==> src/sv/wpf_pkg.sv <==
// ----------------------------------------------------------------------------
// wpf_pkg: shared types and constants for the weighted position fusion block
// Item types for the request and response channels, mode and status codes.
// ----------------------------------------------------------------------------
`default_nettype none
package wpf_pkg;
   localparam int StationCountDefault = 1024;
   localparam int FracBitsDefault = 16;
   localparam int StationBits = 10;
   localparam int WordBits = 32;

   localparam logic [1:0] MODE_FUSE   = 2'd0;
   localparam logic [1:0] MODE_SET    = 2'd1;
   localparam logic [1:0] MODE_CLEAR  = 2'd2;
   localparam logic [1:0] MODE_UNUSED = 2'd3;

   localparam logic [1:0] STATUS_FUSED   = 2'd0;
   localparam logic [1:0] STATUS_SET     = 2'd1;
   localparam logic [1:0] STATUS_CLEARED = 2'd2;

   typedef struct packed {
      logic [1:0]         mode;
      logic [9:0]         station;
      logic signed [31:0] pos_x;
      logic signed [31:0] pos_y;
      logic signed [31:0] pos_z;
      logic [31:0]        err_x;
      logic [31:0]        err_y;
      logic [31:0]        err_z;
   } req_type;

   typedef struct packed {
      logic signed [31:0] out_x;
      logic signed [31:0] out_y;
      logic signed [31:0] out_z;
      logic [31:0]        out_err_x;
      logic [31:0]        out_err_y;
      logic [31:0]        out_err_z;
      logic [31:0]        total_error;
      logic [1:0]         status;
   } rsp_type;

   typedef enum logic [1:0] {
      OP_DIV,
      OP_SQRT
   } op_type;

   typedef struct packed {
      logic        start;
      op_type      op;
      logic [65:0] num;
      logic [32:0] den;
   } unit_cmd_type;
endpackage
`default_nettype wire

==> src/sv/wpf_unit.sv <==
// ----------------------------------------------------------------------------
// wpf_unit: shared iterative divider and square root unit
// Restoring division of a 66-bit numerator by a 33-bit divisor, one quotient
// bit per cycle, and a digit-by-digit square root of a 66-bit radicand, one
// result bit per cycle. Results are floored.
// ----------------------------------------------------------------------------
`default_nettype none
module wpf_unit
   import wpf_pkg::*;
(
   input  wire logic         clock,
   input  wire logic         reset,
   input  wire unit_cmd_type cmd,
   output logic              busy,
   output logic [65:0]       result
);
   logic [6:0]  count_ff;
   op_type      op_ff;
   logic [65:0] num_ff;
   logic [32:0] den_ff;
   logic [33:0] rem_ff;
   logic [67:0] srem_ff;
   logic [65:0] quo_ff;
   logic [33:0] rem_sh;
   logic [67:0] srem_sh;
   logic [67:0] trial;

   assign busy = (count_ff != 7'd0);
   assign result = quo_ff;
   assign rem_sh = {rem_ff[32:0], num_ff[65]};
   assign srem_sh = {srem_ff[65:0], num_ff[65:64]};
   assign trial = {quo_ff[65:0], 2'b01};

   always_ff @(posedge clock) begin
      if (reset) begin
         count_ff <= 7'd0;
      end else if (cmd.start) begin
         op_ff <= cmd.op;
         num_ff <= cmd.num;
         den_ff <= cmd.den;
         rem_ff <= '0;
         srem_ff <= '0;
         quo_ff <= '0;
         count_ff <= (cmd.op == OP_DIV) ? 7'd66 : 7'd33;
      end else if (busy) begin
         count_ff <= count_ff - 7'd1;
         if (op_ff == OP_DIV) begin
            num_ff <= {num_ff[64:0], 1'b0};
            if (rem_sh >= {1'b0, den_ff}) begin
               rem_ff <= rem_sh - {1'b0, den_ff};
               quo_ff <= {quo_ff[64:0], 1'b1};
            end else begin
               rem_ff <= rem_sh;
               quo_ff <= {quo_ff[64:0], 1'b0};
            end
         end else begin
            num_ff <= {num_ff[63:0], 2'b00};
            if (srem_sh >= trial) begin
               srem_ff <= srem_sh - trial;
               quo_ff <= {quo_ff[64:0], 1'b1};
            end else begin
               srem_ff <= srem_sh;
               quo_ff <= {quo_ff[64:0], 1'b0};
            end
         end
      end
   end
endmodule
`default_nettype wire
==> config.mk <==
export PLATFORM = sky130hd
export DESIGN_NAME = wpf_unit
export DESIGN_NICKNAME = d
export VERILOG_FILES = /design/src/sv/wpf_pkg.sv /design/src/sv/wpf_unit.sv
export SDC_FILE = /design/constraint.sdc
export NUM_CORES = 1
export LEC_CHECK = 0
export BUFFER_PORTS_ARGS = -buffer_cell sky130_fd_sc_hd__buf_4
export CAP_MARGIN = 25
export CORE_MARGIN = 4
export CORE_UTILIZATION = 55
export CTS_CLUSTER_DIAMETER = 200
export DETAILED_ROUTE_END_ITERATION = 8
export GPL_TIMING_DRIVEN = 0
export PLACE_DENSITY = 0.9
export REMOVE_ABC_BUFFERS = 1
export SYNTH_ARGS = -nofsm -noshare
export SYNTH_HDL_FRONTEND = slang
export SYNTH_SLANG_ARGS = --single-unit
==> constraint.sdc <==
create_clock -name clock -period 10.7 [get_ports clock]
set_input_delay 1.605 -clock clock [delete_from_list [all_inputs] [get_ports clock]]
set_output_delay 1.605 -clock clock [all_outputs]
set_load 0.03 [all_outputs]
==> flow_summary.toml <==
[pwr]
clockPowerShare_pct = 23.8
internal_power_mw = 2.66
swShare_pct = 36.9
cellLeakagePower_nw = 8.37
peakVddDrop_mv = 0.179
p_comb_share_pct = 41.3
p_switching_mw = 1.55
p_seq_share_pct = 35.0
p_per_area_nw_per_um2 = 208

[place]
dp_slack_ns = 5.58
routabilityCongestion = 0.911
portBuffers = 170
hpwl_um = 29800

[floorplan]
die_h_um = 187
rows = 65
fp.dieW_um = 187
coreArea_um2 = 31600
start_util_pct = 55.9
die-area_um2 = 35000
io_pins = 171

[cts]
cts_tree = "done"
postCtsResizedCells = 0
path_clk_slew_ns = 0.05
post_cts_buffers = 0
cts-root-buf = "clkbuf_16"
numCtsBuffers = 31
clock_path_buffers = 3
h-tree-depth = 1
cts_hold_buf = 0
clock_latency_ns = 0.55
cts.sinks = 273

[synthesis]
netlist_area_um2 = 17600
avgSynthCellArea_um2 = 9.81
synthCells = 1797
synth.distinct_cells = 74
ys_async_sr_fraction_pct = 0
synth_edf_count = 266
synthFlopType = "edfxtp_1"
yosysSeqAreaShare_pct = 46.1
synth_top_area_cell = "edfxtp_1"
yosys.area.top_type_share_pct = 45.3
synth_area_leaders = "edfxtp_1 (45%), ha_1 (7.2%), mux2i_1 (6.9%)"
ys_ff_latch = 273
yosys_warnings = 0

[sta]
tightest_slew_ns = 1.01
setup_ws_ns = 6.29
slew_headroom_pct = 32.7
fmax_mhz = 227
rsz0062_at_grt = "false"
finalCritPeriodShare_pct = 41.2
clock_skew_ns = 0.0123
slew_violations = 0
setup_violations = 0
finalCriticalPeriod_ns = 4.41
hold_viol = 0

[final_layout]
antenna_cells = 0
mostFrequentLayoutCells = "edfxtp_1 (266), nor2_1 (217), nand2_1 (169), buf_4 (169), a21oi_1 (132)"
layout-drive-gt1-share_pct = 13.5
nets = 2132
final_util_pct = 64.2
syn_to_final_growth_pct = 15.0
layout_commonest_cell = "edfxtp_1"

[detailed_routing]
postRouteAntennaNets = 0
wire_per_inst_um = 17.5
num_vias = 14000
totalWireLength_um = 41200
drc_errors = 0
avgViaCountPerCell = 5.96
drt-initial-drc-count = 1067
first_pass_iters = 6

[setup_path]
crit_path_max_incr_delay_ns = 0.79
end_kind = "register"
crit_type = "in2reg"
cp-start-kind = "primary input"
worstPathRequired_ns = 10.94
cp_cell_sequence = "buf_8 > buf_16 > nor2_1 > nor2_4 > buf_12 > o31a_2 > buf_12"
worstPathMaxFanout = 200
cp_top_family = "buffers and inverters"
critPathBufInv = 4
critPathArrivalTime_ns = 4.64
cp_slowest_cell = "o31a_2"
cp_common_cell = "buf_12"

[global_routing]
overflow = 0
antenna_found_initial = 0
grt_pass1_vias = 14100
grt_pass1_wl_um = 67500
track_usage_pct = 22.6
grt_max_degree = 201

[run_status]
outcome = "completed"

[min_path]
min_path_type = "reg2reg"

[job]
maxCapViolations = 0
## metrics by stage
step	instances	area, µm²	setup TNS, ns	hold WS [ns]	power [mW]
final	2350	20300	0	0.549	4.21
after global routing	2350	20300	0	0.571	4.45
after CTS	2349	20200	0	0.528	4.20
after detailed placement	2293	19300	0	0.517	3.19
after global placement	2281	19000	-644.10	0.480	3.14
after floorplan	1709	17200	0	0.457	2.76
## worst register-to-register path, stage by stage (launching register included)
cell	delay [ns]
edfxtp_1	0.40
inv_1	0.12
ha_1	0.25
fa_1	0.41
nor2b_1	0.18
o31a_1	0.27
o41ai_4	0.13
o41ai_4	0.30
o21ai_2	0.13
a21bo_1	0.22
a21oi_2	0.23
a31o_2	0.60
buf_16	0.26
mux2i_1	0.26
nor2_1	0.08
## cell families (layout without fill, tap and decap cells)
group	after synthesis	in the layout	synth area share (%)
adders and majority gates	103	103	7.35
DFF	273	273	46.1
AOI/OAI and AO/OA	442	442	16.1
muxes	124	124	7.06
buffers and inverters	212	363	5.02
xor gates and xnor gates	86	86	4.27
and+or+nand+nor	557	557	14.1
## cell usage after synthesis (all sizes together) (5+ instances only)
cell type	count
edfxtp	266
nor2	220
nand2	169
a21oi	134
o21ai	133
inv	124
mux2i	121
ha	102
clkbuf	61
xnor2	50
a21o	36
xor2	36
nor3	31
a211oi	29
buf	27
nand3	25
nand4	25
nand2b	19
o21bai	19
and2	15
o21a	14
and3	11
a31oi	10
nor2b	10
or3	9
dfxtp	7
o211ai	7
o22ai	7
o31a	7
a21boi	6
nor4	6
a221oi	5
and4	5
o221ai	5
## power groups by stage
stage	combinational (mW)	clock [mW]	sequential [mW]
2_1_floorplan	1.22	0	1.54
3_3_place_gp	1.64	0	1.50
3_5_place_dp	1.70	0	1.49
4_1_cts	1.72	1.01	1.47
5_1_grt	1.91	1.06	1.49
6_report	1.74	0.999	1.47
## area by class of cell
type                    instances  area, µm²
well taps                     402        503
fillers                      2461      11300
repair buffers                183       1580
clock buffers                  39        806
inverters                     124        465
flip-flops and latches        273       8130
multi-input cells            1312       8650
clock inverters                17        135
## state kept, by name, indices dropped and copies added, names as in the netlist
signal and flops:
op_ff 2, den_ff 33, srem_ff 66, num_ff 66, result 66, count_ff 7, rem_ff 33
## worst paths after layout
kind | startpoint | slack (ns) | to | cells after the start
worst min-delay path | count_ff[6] | 0.55 | count_ff[6] | 2
worst min register to register | count_ff[6] | 0.55 | count_ff[6] | 2
worst max register to register | num_ff[65] | 6.59 | rem_ff[9] | 14
worst max-delay path | cmd[101] | 6.29 | srem_ff[43] | 7
## per-layer routing
layer	vias up	wire, µm	global-route usage, %
li1	6749	-	-
met1	6606	17100	28.6
met2	557	19900	39.4
met3	99	3040	4.18
met4	0	1190	7.03
met5	-	0	0
Note: power is estimated with default switching activity, not from simulation.
